[src/hdl/reminder_alarm_table_defines.svh]
// Assertion macros for the reminder alarm table.
// Included by the top level; the macros expect clk_i and rst_ni in scope.
`ifndef REMINDER_ALARM_TABLE_DEFINES_SVH
`define REMINDER_ALARM_TABLE_DEFINES_SVH

// Property that must hold at every clock edge out of reset
`define RAT_ASSERT_HOLDS(lbl, prop, msg) \
  lbl: assert property (@(posedge clk_i) disable iff (!rst_ni) (prop)) else $error(msg);

// Condition this cycle implies a consequence in the next cycle
`define RAT_ASSERT_NEXT(lbl, ante, cons, msg) \
  lbl: assert property (@(posedge clk_i) disable iff (!rst_ni) (ante) |=> (cons)) else $error(msg);

`endif

[src/hdl/rat_pkg.sv]
// Shared types and constants for the reminder alarm table.
// No dependencies; used by the interfaces, the slot store and the top level.
package rat_pkg;

  localparam int unsigned TIME_W       = 32;
  localparam int unsigned TAG_W        = 16;
  localparam int unsigned WIN_W        = 8;
  localparam int unsigned KIND_W       = 2;
  localparam int unsigned OUT_IDX_W    = 3;
  localparam int unsigned OUT_CNT_W    = 4;
  localparam int unsigned SLOT_COUNT_DEF = 8;

  localparam logic [WIN_W-1:0] WINDOW_RESET = 8'd30;

  // Command codes of an input beat
  localparam logic CMD_INSERT = 1'b0;
  localparam logic CMD_TICK   = 1'b1;

  // Result kinds
  localparam logic [KIND_W-1:0] KIND_INSERT_DONE = 2'd0;
  localparam logic [KIND_W-1:0] KIND_FIRED       = 2'd1;
  localparam logic [KIND_W-1:0] KIND_SCAN_DONE   = 2'd2;

  typedef struct packed {
    logic              cmd;
    logic [TIME_W-1:0] reminder_time;
    logic [TAG_W-1:0]  reminder_tag;
    logic [TIME_W-1:0] current_time;
  } in_item_t;

  typedef struct packed {
    logic [KIND_W-1:0]    result_kind;
    logic [OUT_IDX_W-1:0] slot_index;
    logic [TAG_W-1:0]     fired_tag;
    logic                 overwrote;
    logic [OUT_CNT_W-1:0] entry_count;
    logic                 last;
  } out_item_t;

  // One slot of the table
  typedef struct packed {
    logic [TIME_W-1:0] due;
    logic [TAG_W-1:0]  tag;
  } slot_entry_t;

  // Strobes from the sequencer to the slot store
  typedef struct packed {
    logic rd_en;
    logic wr_en;
    logic clr_en;
  } store_ctl_t;

endpackage

[src/hdl/rat_in_if.sv]
// Input channel of the reminder alarm table: valid/ready plus one input item.
// Depends on rat_pkg.
interface rat_in_if;
  logic               valid;
  logic               ready;
  rat_pkg::in_item_t  data;

  modport source (output valid, output data, input ready);
  modport sink   (input valid, input data, output ready);
endinterface

[src/hdl/rat_out_if.sv]
// Result channel of the reminder alarm table: valid/ready plus one result item.
// Depends on rat_pkg.
interface rat_out_if;
  logic               valid;
  logic               ready;
  rat_pkg::out_item_t data;

  modport source (output valid, output data, input ready);
  modport sink   (input valid, input data, output ready);
endinterface

[src/hdl/rat_slot_store.sv]
// Slot store: due time and tag memory plus one occupancy bit per slot.
// Depends on rat_pkg. One read port (registered), one write port, one clear port.
module rat_slot_store #(
  parameter int unsigned SLOT_COUNT = rat_pkg::SLOT_COUNT_DEF,
  parameter int unsigned IDX_W      = $clog2(SLOT_COUNT)
) (
  input  logic                 clk_i,
  input  logic                 rst_ni,
  input  rat_pkg::store_ctl_t  ctl_i,
  input  logic [IDX_W-1:0]     rd_addr_i,
  input  logic [IDX_W-1:0]     wr_addr_i,
  input  rat_pkg::slot_entry_t wr_entry_i,
  input  logic [IDX_W-1:0]     clr_addr_i,
  output logic                 rd_valid_o,
  output rat_pkg::slot_entry_t rd_entry_o
);
  import rat_pkg::*;

  slot_entry_t           mem_q [SLOT_COUNT];
  slot_entry_t           rd_entry_q;
  logic [SLOT_COUNT-1:0] occ_q;
  logic                  rd_valid_q;

  // Occupancy bits: a write sets, a clear drops; reset frees every slot
  always_ff @(posedge clk_i or negedge rst_ni) begin
    if (!rst_ni) begin
      occ_q      <= '0;
      rd_valid_q <= 1'b0;
    end else begin
      if (ctl_i.wr_en) begin
        occ_q[wr_addr_i] <= 1'b1;
      end
      if (ctl_i.clr_en) begin
        occ_q[clr_addr_i] <= 1'b0;
      end
      if (ctl_i.rd_en) begin
        rd_valid_q <= occ_q[rd_addr_i];
      end
    end
  end

  // Entry memory, read data registered
  always_ff @(posedge clk_i) begin
    if (ctl_i.wr_en) begin
      mem_q[wr_addr_i] <= wr_entry_i;
    end
    if (ctl_i.rd_en) begin
      rd_entry_q <= mem_q[rd_addr_i];
    end
  end

  assign rd_valid_o = rd_valid_q;
  assign rd_entry_o = rd_entry_q;

endmodule

[src/hdl/reminder_alarm_table.sv]
// Reminder alarm table: a table of reminder slots walked by a small sequencer.
// Channels: in_i (cmd, reminder_time, reminder_tag, current_time) and out_o
// (result_kind, slot_index, fired_tag, overwrote, entry_count, last), both
// valid/ready; a beat moves on a clock edge with valid and ready high.
// cfg_we_i/cfg_wdata_i write window_seconds (reset 30); write only when idle.
// An insert beat with a nonzero time stores into the lowest free slot, or
// over the earliest due time when the table is full; every insert returns one
// result. A tick beat walks all slots, drops expired ones silently, returns
// one beat per fired slot and a final scan-done beat with last set.
// The slot memory has one registered read port, so the walk reads one slot at
// a time: ST_RD issues the first read, and ST_EV judges a slot and reads the
// next one. in_i is ready only while no beat is in work. Results sit in an
// output register; while out_o is stalled the walk holds at the next fired
// slot or at the final beat, and no new beat is taken until the item
// finishes. Reset frees all slots, clears the count and the output valid,
// and loads the window with 30.
`include "reminder_alarm_table_defines.svh"

module reminder_alarm_table #(
  parameter int unsigned SLOT_COUNT = rat_pkg::SLOT_COUNT_DEF
) (
  input  logic                       clk_i,
  input  logic                       rst_ni,
  rat_in_if.sink                     in_i,
  rat_out_if.source                  out_o,
  input  logic                       cfg_we_i,
  input  logic [rat_pkg::WIN_W-1:0]  cfg_wdata_i
);
  import rat_pkg::*;

  localparam int unsigned IDX_W = $clog2(SLOT_COUNT);
  localparam int unsigned CNT_W = $clog2(SLOT_COUNT + 1);

  typedef enum logic [4:0] {
    ST_IDLE = 5'b00001,
    ST_RD   = 5'b00010,
    ST_EV   = 5'b00100,
    ST_WR   = 5'b01000,
    ST_FIN  = 5'b10000
  } state_e;

  state_e            state_q, state_d;
  logic              cmd_q, cmd_d;
  logic [TIME_W-1:0] time_q, time_d;
  logic [TAG_W-1:0]  tag_q, tag_d;
  logic [TIME_W:0]   lo_q, lo_d;     // now - window, bit TIME_W is the borrow
  logic [TIME_W:0]   hi_q, hi_d;     // now + window
  logic [IDX_W-1:0]  ptr_q, ptr_d;
  logic [IDX_W-1:0]  tgt_q, tgt_d;
  logic [TIME_W-1:0] min_q, min_d;
  logic              ow_q, ow_d;
  logic [CNT_W-1:0]  count_q, count_d;
  logic [WIN_W-1:0]  window_q;
  logic              out_valid_q, out_valid_d;
  out_item_t         out_q, out_d;

  store_ctl_t        ctl;
  logic [IDX_W-1:0]  rd_addr;
  slot_entry_t       wr_entry;
  logic              rd_valid;
  slot_entry_t       rd_entry;

  logic              out_free;
  logic              last_slot;
  logic              full;
  logic              under;
  logic              expire;
  logic              fire;
  logic [CNT_W-1:0]  count_dec;
  logic [CNT_W-1:0]  count_inc;

  rat_slot_store #(
    .SLOT_COUNT (SLOT_COUNT),
    .IDX_W      (IDX_W)
  ) u_store (
    .clk_i      (clk_i),
    .rst_ni     (rst_ni),
    .ctl_i      (ctl),
    .rd_addr_i  (rd_addr),
    .wr_addr_i  (tgt_q),
    .wr_entry_i (wr_entry),
    .clr_addr_i (ptr_q),
    .rd_valid_o (rd_valid),
    .rd_entry_o (rd_entry)
  );

  assign in_i.ready  = (state_q == ST_IDLE);
  assign out_o.valid = out_valid_q;
  assign out_o.data  = out_q;

  assign out_free  = !out_valid_q || out_o.ready;
  assign last_slot = (ptr_q == IDX_W'(SLOT_COUNT - 1));
  assign full      = (count_q == CNT_W'(SLOT_COUNT));
  assign count_dec = count_q - CNT_W'(1);
  assign count_inc = count_q + CNT_W'(1);
  assign wr_entry  = '{due: time_q, tag: tag_q};

  // Shared window compare unit, against bounds set up at accept time
  assign under  = lo_q[TIME_W];
  assign expire = !under && (rd_entry.due < lo_q[TIME_W-1:0]);
  assign fire   = ({1'b0, rd_entry.due} < hi_q) &&
                  (under || (rd_entry.due > lo_q[TIME_W-1:0]));

  // Sequencer
  always_comb begin
    state_d     = state_q;
    cmd_d       = cmd_q;
    time_d      = time_q;
    tag_d       = tag_q;
    lo_d        = lo_q;
    hi_d        = hi_q;
    ptr_d       = ptr_q;
    tgt_d       = tgt_q;
    min_d       = min_q;
    ow_d        = ow_q;
    count_d     = count_q;
    out_valid_d = out_valid_q && !out_o.ready;
    out_d       = out_q;
    ctl         = '0;
    rd_addr     = ptr_q;

    case (state_q)
      ST_IDLE: begin
        if (in_i.valid) begin
          cmd_d  = in_i.data.cmd;
          time_d = in_i.data.reminder_time;
          tag_d  = in_i.data.reminder_tag;
          lo_d   = {1'b0, in_i.data.current_time} - (TIME_W+1)'(window_q);
          hi_d   = {1'b0, in_i.data.current_time} + (TIME_W+1)'(window_q);
          ptr_d  = '0;
          tgt_d  = '0;
          ow_d   = 1'b0;
          if (in_i.data.cmd == CMD_INSERT && in_i.data.reminder_time == '0) begin
            state_d = ST_WR;
          end else begin
            state_d = ST_RD;
          end
        end
      end

      ST_RD: begin
        ctl.rd_en = 1'b1;
        state_d   = ST_EV;
      end

      ST_EV: begin
        if (cmd_q == CMD_INSERT) begin
          if (!full) begin
            // first free slot wins
            if (!rd_valid) begin
              tgt_d   = ptr_q;
              state_d = ST_WR;
            end else if (last_slot) begin
              state_d = ST_WR;
            end else begin
              ctl.rd_en = 1'b1;
              rd_addr   = ptr_q + IDX_W'(1);
              ptr_d     = ptr_q + IDX_W'(1);
            end
          end else begin
            // earliest due time, ties to the lowest slot
            if (ptr_q == '0 || rd_entry.due < min_q) begin
              min_d = rd_entry.due;
              tgt_d = ptr_q;
            end
            if (last_slot) begin
              ow_d    = 1'b1;
              state_d = ST_WR;
            end else begin
              ctl.rd_en = 1'b1;
              rd_addr   = ptr_q + IDX_W'(1);
              ptr_d     = ptr_q + IDX_W'(1);
            end
          end
        end else begin
          if (!(rd_valid && !expire && fire) || out_free) begin
            if (rd_valid && (expire || fire)) begin
              ctl.clr_en = 1'b1;
              count_d    = count_dec;
            end
            if (rd_valid && !expire && fire) begin
              out_valid_d = 1'b1;
              out_d       = '{result_kind: KIND_FIRED,
                              slot_index:  OUT_IDX_W'(ptr_q),
                              fired_tag:   rd_entry.tag,
                              overwrote:   1'b0,
                              entry_count: OUT_CNT_W'(count_dec),
                              last:        1'b0};
            end
            if (last_slot) begin
              state_d = ST_FIN;
            end else begin
              ctl.rd_en = 1'b1;
              rd_addr   = ptr_q + IDX_W'(1);
              ptr_d     = ptr_q + IDX_W'(1);
            end
          end
        end
      end

      ST_WR: begin
        if (out_free) begin
          if (time_q != '0) begin
            ctl.wr_en = 1'b1;
            if (!ow_q) begin
              count_d = count_inc;
            end
          end
          out_valid_d = 1'b1;
          out_d       = '{result_kind: KIND_INSERT_DONE,
                          slot_index:  OUT_IDX_W'(tgt_q),
                          fired_tag:   tag_q,
                          overwrote:   ow_q,
                          entry_count: OUT_CNT_W'((time_q != '0 && !ow_q) ?
                                                  count_inc : count_q),
                          last:        1'b1};
          state_d     = ST_IDLE;
        end
      end

      ST_FIN: begin
        if (out_free) begin
          out_valid_d = 1'b1;
          out_d       = '{result_kind: KIND_SCAN_DONE,
                          slot_index:  '0,
                          fired_tag:   '0,
                          overwrote:   1'b0,
                          entry_count: OUT_CNT_W'(count_q),
                          last:        1'b1};
          state_d     = ST_IDLE;
        end
      end

      default: begin
        state_d = ST_IDLE;
      end
    endcase
  end

  // Control registers
  always_ff @(posedge clk_i or negedge rst_ni) begin
    if (!rst_ni) begin
      state_q     <= ST_IDLE;
      count_q     <= '0;
      window_q    <= WINDOW_RESET;
      out_valid_q <= 1'b0;
    end else begin
      state_q     <= state_d;
      count_q     <= count_d;
      out_valid_q <= out_valid_d;
      if (cfg_we_i) begin
        window_q <= cfg_wdata_i;
      end
    end
  end

  // Working and payload registers
  always_ff @(posedge clk_i) begin
    cmd_q  <= cmd_d;
    time_q <= time_d;
    tag_q  <= tag_d;
    lo_q   <= lo_d;
    hi_q   <= hi_d;
    ptr_q  <= ptr_d;
    tgt_q  <= tgt_d;
    min_q  <= min_d;
    ow_q   <= ow_d;
    out_q  <= out_d;
  end

  // Checks
  `RAT_ASSERT_HOLDS(a_count_bound, count_q <= CNT_W'(SLOT_COUNT), "slot count above table size")
  `RAT_ASSERT_NEXT(a_accept_busy, in_i.valid && in_i.ready, state_q != ST_IDLE, "accepted beat left sequencer idle")
  `RAT_ASSERT_HOLDS(a_ptr_range, ptr_q <= IDX_W'(SLOT_COUNT - 1) || state_q == ST_IDLE, "slot pointer out of range")

endmodule

[src/flat_wrapper.sv]
// flat-port wrapper written by rule: the top's interface ports become plain ports
module reminder_alarm_table_flat import rat_pkg::*;
#(
  parameter int unsigned SLOT_COUNT = rat_pkg::SLOT_COUNT_DEF
)
  (clk_i, rst_ni, cfg_we_i, cfg_wdata_i, in_i_valid, in_i_data, in_i_ready, out_o_valid, out_o_data, out_o_ready);
  rat_in_if in_i_i ();
  rat_out_if out_o_i ();
  input  logic clk_i;
  input  logic rst_ni;
  input  logic cfg_we_i;
  input  logic [rat_pkg::WIN_W-1:0] cfg_wdata_i;
  input wire logic [$bits(in_i_i.valid)-1:0] in_i_valid;
  input wire logic [$bits(in_i_i.data)-1:0] in_i_data;
  output wire logic [$bits(in_i_i.ready)-1:0] in_i_ready;
  output wire logic [$bits(out_o_i.valid)-1:0] out_o_valid;
  output wire logic [$bits(out_o_i.data)-1:0] out_o_data;
  input wire logic [$bits(out_o_i.ready)-1:0] out_o_ready;
  assign in_i_i.valid = in_i_valid;
  assign in_i_i.data = in_i_data;
  assign in_i_ready = in_i_i.ready;
  assign out_o_valid = out_o_i.valid;
  assign out_o_data = out_o_i.data;
  assign out_o_i.ready = out_o_ready;
  reminder_alarm_table #(.SLOT_COUNT(SLOT_COUNT)) u_core (.clk_i(clk_i), .rst_ni(rst_ni), .in_i(in_i_i), .out_o(out_o_i), .cfg_we_i(cfg_we_i), .cfg_wdata_i(cfg_wdata_i));
endmodule
[config.mk]
export PLATFORM = sky130hd
export DESIGN_NAME = reminder_alarm_table_flat
export DESIGN_NICKNAME = d
export VERILOG_FILES = /design/src/hdl/rat_pkg.sv /design/src/hdl/rat_in_if.sv /design/src/hdl/rat_out_if.sv /design/src/hdl/rat_slot_store.sv /design/src/hdl/reminder_alarm_table.sv /design/src/flat_wrapper.sv
export VERILOG_INCLUDE_DIRS = /design/src /design/src/hdl
export SDC_FILE = /design/constraint.sdc
export NUM_CORES = 1
export LEC_CHECK = 0
export BUFFER_PORTS_ARGS = -buffer_cell sky130_fd_sc_hd__clkbuf_2
export CAP_MARGIN = 10
export CORE_AREA = 2 2 403 285
export DETAILED_ROUTE_END_ITERATION = 8
export DIE_AREA = 0 0 405 287
export PLACE_DENSITY = 0.46
export SLEW_MARGIN = 40
export SYNTH_ARGS = -nofsm -noshare
export SYNTH_HDL_FRONTEND = slang
export SYNTH_SLANG_ARGS = --single-unit
export TNS_END_PERCENT = 10
[constraint.sdc]
create_clock -name clk_i -period 21.3 [get_ports clk_i]
set_input_delay 1.065 -clock clk_i [delete_from_list [all_inputs] [get_ports clk_i]]
set_output_delay 1.065 -clock clk_i [all_outputs]
set_load 0.05 [all_outputs]
==> results.toml, run 1 <==
[worst_setup_path]
crit_path_end_kind = "flop"
arrival_ns = 5.84
critPathTopFamily = "buffers and inverters"
crit_slowest_cell = "nor4_1"
setup.worst_path.start_class = "flop"
cp_cell_sequence = "ha_1 > nand4_1 > nor4_1 > and4b_1 > nor3_1 > o211a_2 > a311o_1 > o21ai_4 > buf_8 > buf_16 > buf_6 > buf_6 > mux2i_1 > mux2i_1 > mux2_2"
cp_num_buf_inv = 4
timing.rr.end = "u_core.u_store.rd_entry_o[27]$_DFFE_PP_"
critPathKind = "reg -> reg"
rr_startpoint = "u_core.u_store.rd_entry_o[43]$_DFFE_PP_"
critPathMaxStageDelay_ns = 0.66
reg2reg_depth = 15
critical_path_required_ns = 21.66
critPathMaxFanout = 58
reg2reg_slack_ns = 15.82

[cts]
cts.path.max_buffers = 3
post_cts_resize_count = 0
cts.sinks = 639
cts_tree = "built"
htreeDepth = 3
clock_latency_ns = 0.62
root_buffer = "clkbuf_16"
postCtsSetupRepairBufs = 0
cts_made_buffers = 71
ctsHoldBuffers = 0
cts.clk_slew.worst_paths_ns = 0.06

[layout]
instances_no_fill = 3560
fill_cells = 11196
design_area_um2 = 33000
fin_nets = 2192
drive_above_1_share_pct = 16.6
synthToLayoutAreaGrowth_pct = 17.8

[pwr]
switchingPower_mw = 1.12
combPwrFrac_pct = 22.9
clkPwrFrac_pct = 32.6
peakVddDrop_uv = 66.7
p_int_mw = 2.68
p_leak_nw = 12.3
power.density_nw_per_um2 = 115
switching_share_pct = 29.5
pwr-share-seq_pct = 44.4

[global_route]
grt_usage_pct = 11.9
gr-total-overflow = 0
met3_usage_pct = 2.35
antenna_found_initial = 6
use_met2_pct = 18.7
grt_use_met1_pct = 17.0
busiest_layer = "met2"
grt_pass1_wl_um = 103000
grt_max_degree = 68
grt_pass1_vias = 15722

[outcome]
status = "finished, final reports clean"

[routing]
dr.first_iter.drc_count = 1001
via_per_inst = 4.33
wl_per_cell_um = 19.7
drtPass1Iterations = 6
ant_nets = 0
drc = 0
via_count = 15402
routed_wl_um = 70000

[floorplan]
core_um2 = 112000
die_w_um = 405
dieArea_um2 = 116000
num_io_pins = 123
die_h_um = 287
initial_core_util_pct = 24.9
num_rows = 103

[synth]
synth_warnings = 0
synth_edf_count = 612
synth_cells = 1812
ys_async_sr_fraction_pct = 4.23
synth_area_um2 = 28000
ys_types = 66
syn_avg_cell_area_um2 = 15.5
syn_nets = 2022
ys_ff_latch = 639
yosysSeqAreaShare_pct = 68.1
synth_ff_type = "edfxtp_1"

[sta]
fin_setup_tns_ns = 0
period_share_pct = 25.7
tightestPinTransition_ns = 0.857
final_hold_viol_count = 0
rsz0062_at_grt = "no"
setup_viol = 0
slew_headroom_pct = 42.3
drv_slew = 0
fmax_mhz = 182
clock_skew_ns = 0.0349
finalCriticalPeriod_ns = 5.48

[placed_design]
place_inst = 3430
gp_congestion = 0.800
place_area_um2 = 30600
dp_hpwl_um = 45700
io_buffers = 122

[run]
drv_cap = 0

[min_path]
min_path_type = "in -> async"
worst reg2reg max path, stage by stage, from the launching register on:
cell	delay, ns
edfxtp_1	0.50
ha_1	0.35
nand4_1	0.18
nor4_1	0.66
and4b_1	0.32
nor3_1	0.07
o211a_2	0.19
a311o_1	0.38
o21ai_4	0.27
buf_8	0.23
buf_16	0.17
buf_6	0.54
buf_6	0.67
mux2i_1	0.31
mux2i_1	0.11
mux2_2	0.30
cell usage in the layout (no fill, tap or decap), drive strengths merged, types with 9 or more instances in the layout:
cell / n
a22o: 17
nor3: 27
xnor2: 30
mux2i: 288
and3: 9
a21o: 17
mux2: 50
nand2b: 12
dfrtp: 22
nor2b: 9
clkbuf: 216
clkinv: 22
edfxtp: 612
ha: 114
nand2: 68
nor2: 62
inv: 139
nor4: 25
o21ai: 46
buf: 33
xor2: 31
a21oi: 41
nand3: 24
nand4: 21
how the worst max path moves through the flow:
stage / startpoint / cells after the start / end / slack [ns]
after CTS: u_core.u_store.rd_entry_o[44]$_DFFE_PP_ / 14 / u_core.u_store.rd_entry_o[27]$_DFFE_PP_ / 15.59
final: u_core.u_store.rd_entry_o[43]$_DFFE_PP_ / 15 / u_core.u_store.rd_entry_o[27]$_DFFE_PP_ / 15.82
after detailed placement: u_core.u_store.rd_entry_o[44]$_DFFE_PP_ / 14 / u_core.u_store.rd_entry_o[27]$_DFFE_PP_ / 15.59
after floorplan: u_core.u_store.rd_entry_o[33]$_DFFE_PP_ / 11 / u_core.min_q[0]$_DFFE_PP_ / 13.60
after global placement: u_core.u_store.rd_entry_o[43]$_DFFE_PP_ / 13 / u_core.u_store.rd_entry_o[27]$_DFFE_PP_ / 15.03
after global routing: u_core.u_store.rd_entry_o[43]$_DFFE_PP_ / 15 / u_core.u_store.rd_entry_o[26]$_DFFE_PP_ / 15.52
final cells by class:
| cell class | count | area (µm²) | share of cell area (%) |
|---|---|---|---|
| Multi-Input combinational cell | 979 | 8200 | 24.9 |
| Timing Repair Buffer | 155 | 946 | 2.87 |
| Clock inverter | 33 | 392 | 1.19 |
| Clock buffer | 94 | 1950 | 5.90 |
| Inverter | 136 | 515 | 1.56 |
| Tap cell | 1522 | 1900 | 5.78 |
| Sequential cell | 639 | 19100 | 57.8 |
| Antenna cell | 2 | 5.00 | 0.0152 |
power groups by stage:
stage / logic, mW / clock network, mW / registers [mW]
finish: 0.871 / 1.24 / 1.69
CTS: 0.886 / 1.27 / 1.69
floorplan: 0.627 / 0 / 1.68
detailed placement: 0.881 / 0 / 1.72
global route: 0.958 / 1.32 / 1.71
global placement: 0.865 / 0 / 1.71
Yosys cell counts, drive strengths merged (3+ instances only):
| cell type | instances | area, µm² |
|---|---|---|
| or2 | 4 | 25.0 |
| xor2 | 31 | 272 |
| nor2b | 9 | 56.3 |
| a221oi | 4 | 35.0 |
| and4 | 4 | 35.0 |
| nor3 | 27 | 135 |
| a21o | 17 | 128 |
| o22ai | 3 | 18.8 |
| nor2 | 62 | 233 |
| nand3 | 24 | 120 |
| mux2i | 288 | 2880 |
| a21oi | 41 | 205 |
| mux2 | 50 | 563 |
| o21bai | 3 | 22.5 |
| a22oi | 3 | 22.5 |
| o211ai | 6 | 45.0 |
| edfxtp | 612 | 18400 |
| o21a | 5 | 37.5 |
| nand3b | 3 | 22.5 |
| a211oi | 4 | 30.0 |
| and3 | 9 | 56.3 |
| a22o | 17 | 149 |
| buf | 38 | 251 |
| nand2 | 68 | 255 |
| o31ai | 3 | 36.3 |
| nand2b | 12 | 75.1 |
| nand4 | 21 | 131 |
| dfrtp | 22 | 551 |
| inv | 135 | 507 |
| clkbuf | 20 | 75.1 |
| dfstp | 5 | 131 |
| xnor2 | 30 | 263 |
| nor4 | 25 | 156 |
| or3 | 5 | 31.3 |
| a31oi | 3 | 18.8 |
| o22a | 6 | 52.6 |
| ha | 114 | 1430 |
| o21ai | 46 | 230 |
| or4 | 4 | 30.0 |
metrics by stage:
stage | util (%) | total power [mW] | hold WS [ns] | setup slack (ns)
2_1_floorplan | - | 2.31 | 0.441 | 13.60
3_3_place_gp | 27.2 | 2.58 | 0.471 | 15.03
3_5_place_dp | 27.2 | 2.60 | 0.484 | 15.59
4_1_cts | 29.3 | 3.85 | 0.403 | 15.59
5_1_grt | 29.4 | 3.99 | 0.422 | 15.52
6_report | 29.4 | 3.80 | 0.421 | 15.82
sequential cells by signal (all words and copies together), names as in the netlist:
signal and flops:
u_core.u_store.occ_q 8, u_core.cmd_q 1, u_core.tag_q 16, u_core.count_q 4
u_core.out_o.valid 1, u_core.u_store.rd_valid_o 1, u_core.min_q 32, u_core.time_q 32
u_core.tgt_q 3, u_core.state_q 5, u_core.ptr_q 3, u_core.window_q 8
u_core.hi_q 33, u_core.lo_q 32, u_core.u_store.mem_q 384, u_core.out_o.data 27
u_core.ow_q 1, u_core.u_store.rd_entry_o 48
per-layer routing:
layer	wire length [µm]	vias to the layer above	part of all wire, %
met5	16	-	0.023
met4	1090	2	1.6
met3	2950	74	4.2
met2	31900	298	46
met1	34100	7805	49
li1	-	7223	-
cell families (layout without fill, tap and decap cells):
group                      count (synthesis)  count (layout)  synth area share [%]
DFF                                      639             639                  68.1
other                                      0               2                     0
AOI/OAI and AO/OA                        181             181                  4.34
buffers and inverters                    194             418                  2.99
muxes                                    340             340                  12.5
xor gates and xnor gates                  61              61                  1.91
adders and majority gates                116             116                  5.24
and+or+nand+nor                          281             281                  4.98
Note: power is estimated with default switching activity, not from simulation.
==> inputs of run 2 (changes only) <==
Settings changed: PLACE_DENSITY 0.46 to 0.47.
Clock period 21.3 ns to 4.4 ns, I/O delays scaled along.
==> run 2 against run 1 <==
- total power grew to 5.0 times the previous value
- sequential share of layout area fell by 2.5 points
- die area did not move
- critical path depth down 3
- global-route usage is essentially flat
- cell count rose by 3.6%
- cell area grew 4.5%
- via count up 3.2%
- worst setup slack lost 16 ns
- first-iteration DRC count is 8.1% lower
- critical endpoint is now u_core.u_store.rd_entry_o[37]$_DFFE_PP_
- largest cell class unchanged
==> results.toml, run 2 (synthesis gave the netlist of run 1 again) <==
[outcome]
status = "finished, final reports clean"

[global_route]
gr-total-overflow = 0
grt_usage_pct = 11.9
antenna_found_initial = 2
grt_pass1_wl_um = 103000
grt_pass1_vias = 16063
grt_max_degree = 116

[worst_setup_path]
critPathMaxStageDelay_ns = 0.53
crit_path_start = "u_core.u_store.rd_entry_o[21]$_DFFE_PP_"
crit_path_end_kind = "flop"
critPathMaxFanout = 28
setup.worst_path.start_class = "flop"
arrival_ns = 4.53
critPathKind = "reg -> reg"
critPathTopFamily = "compound AO/OA/AOI/OAI gates"
crit_slowest_cell = "edfxtp_1"
cp.depth = 12
cp_cell_sequence = "ha_1 > a21oi_1 > o21ai_0 > a22oi_1 > buf_4 > a31oi_1 > o21ai_0 > o22ai_1 > mux2_2 > o31ai_4 > buf_12 > mux2_2"
reg2reg_slack_ns = 0.21
reg2reg_depth = 12
rr_startpoint = "u_core.u_store.rd_entry_o[21]$_DFFE_PP_"
setup.worst_path.end = "u_core.u_store.rd_entry_o[37]$_DFFE_PP_"
cp_num_buf_inv = 2
critical_path_required_ns = 4.74
timing.rr.end = "u_core.u_store.rd_entry_o[37]$_DFFE_PP_"

[sta]
slew_headroom_pct = 41.6
setup_viol = 0
period_share_pct = 95.1
rsz0062_at_grt = "no"
clock_skew_ns = 0.0277
drv_slew = 0
tightestPinTransition_ns = 0.876
fin_setup_tns_ns = 0
final_hold_viol_count = 0
final.setup.worst_slack_ns = 0.214
finalCriticalPeriod_ns = 4.19
fmax_mhz = 239

[placed_design]
place_inst = 3469
io_buffers = 122
gp_congestion = 0.823
dp_hpwl_um = 46000
place_ws_ns = 0.113

[layout]
instances_no_fill = 3687
largest_reg_flops = 384
final_cell_mix = "edfxtp_1, mux2i_1, inv_1"
register_area_um2 = 19100
fill_cells = 11081
drive_above_1_share_pct = 17.5
regMostFlops = "u_core.u_store.mem_q"
multi_input_area_um2 = 8240
final_common_cell = "edfxtp_1"
synthToLayoutAreaGrowth_pct = 23.1
antennaDiodeCount = 0
fin_nets = 2323

[floorplan]
die_w_um = 405
initial_core_util_pct = 24.9
num_io_pins = 123
core_um2 = 112000
dieArea_um2 = 116000
die_h_um = 287
num_rows = 103

[routing]
routed_wl_um = 69600
wl_per_cell_um = 18.9
drtPass1Iterations = 5
via_count = 15894
ant_nets = 0
via_per_inst = 4.31
drc = 0
dr.first_iter.drc_count = 920

[cts]
cts.clk_slew.worst_paths_ns = 0.06
root_buffer = "clkbuf_16"
postCtsSetupRepairBufs = 0
cts.sinks = 639
cts_made_buffers = 73
htreeDepth = 3
cts_tree = "built"
clock_latency_ns = 0.62
cts.path.max_buffers = 3

[pwr]
power.density_nw_per_um2 = 549
p_leak_nw = 12.9
peakVddDrop_uv = 267

[run]
drv_cap = 0

[min_path]
min_path_type = "in -> reg"
run 2: cell count changes in the layout (fill, tap and decap cells not counted), sizes merged:
cell	before	now
inv	139	137
clkinv	22	20
clkinvlp	0	3
bufinv	8	11
diode	2	0
clkbuf	216	214
dlygate4sd3	0	91
buf	33	71
run 2: cell type report:
type / instances / share of cell area (%)
Sequential cell: 639 / 55.3
Multi-Input combinational cell: 979 / 23.9
Timing Repair Buffer: 284 / 6.66
Clock buffer: 92 / 5.69
Tap cell: 1522 / 5.53
Inverter: 136 / 1.49
Clock inverter: 35 / 1.39
run 2: power by group:
group          internal [mW]  switching (mW)  leakage [nW]
clock network           3.80            2.42          1.18
registers               7.62           0.590          5.86
logic                   2.01            2.47          5.91
total                   13.4            5.48          12.9
run 2: how the worst min path moves through the flow:
stage	from	endpoint	slack, ns	cells after the start
final	out_o_ready	u_core.out_o.valid$_DFF_PN0_	0.04	3
after global routing	in_i_data[17]	u_core.lo_q[17]$_DFFE_PP_	0.04	2
after CTS	in_i_data[17]	u_core.lo_q[17]$_DFFE_PP_	0.004	2
after detailed placement	rst_ni	u_core.window_q[0]$_DFFE_PN0P_	0.23	1
after global placement	rst_ni	u_core.window_q[0]$_DFFE_PN0P_	0.36	1
after floorplan	rst_ni	u_core.count_q[0]$_DFFE_PN0P_	-0.08	0
run 2: what timing repair did:
action	CTS	global route
endpoints found under the setup margin	0	28
hold endpoints to repair	119	0
resized for setup	0	2
hold buffers	91	0
run 2: worst register-to-register path: stages (launching register included):
cell and delay [ns]:
edfxtp_1 0.53, ha_1 0.37, a21oi_1 0.06, o21ai_0 0.35
a22oi_1 0.21, buf_4 0.17, a31oi_1 0.40, o21ai_0 0.23
o22ai_1 0.21, mux2_2 0.38, o31ai_4 0.28, buf_12 0.28
mux2_2 0.46
run 2: through the flow:
stage	hold WS, ns	power, mW	util, %	cell area (µm²)
after detailed placement	0.229	12.8	27.7	31100
after CTS	0.00373	19.2	30.7	34400
after global routing	0.0384	19.9	30.7	34500
after global placement	0.365	12.7	27.6	31000
final	0.0387	18.9	30.7	34500
after floorplan	-0.0756	11.2	-	28000
run 2: metal layers:
metal  share of wire (%)  routed length (µm)  global-route usage [%]
met4                 2.1                1430                    3.20
met5                   0                   0                       0
met3                 4.7                3300                    2.58
met1                  48               33600                    16.9
met2                  45               31300                    18.3
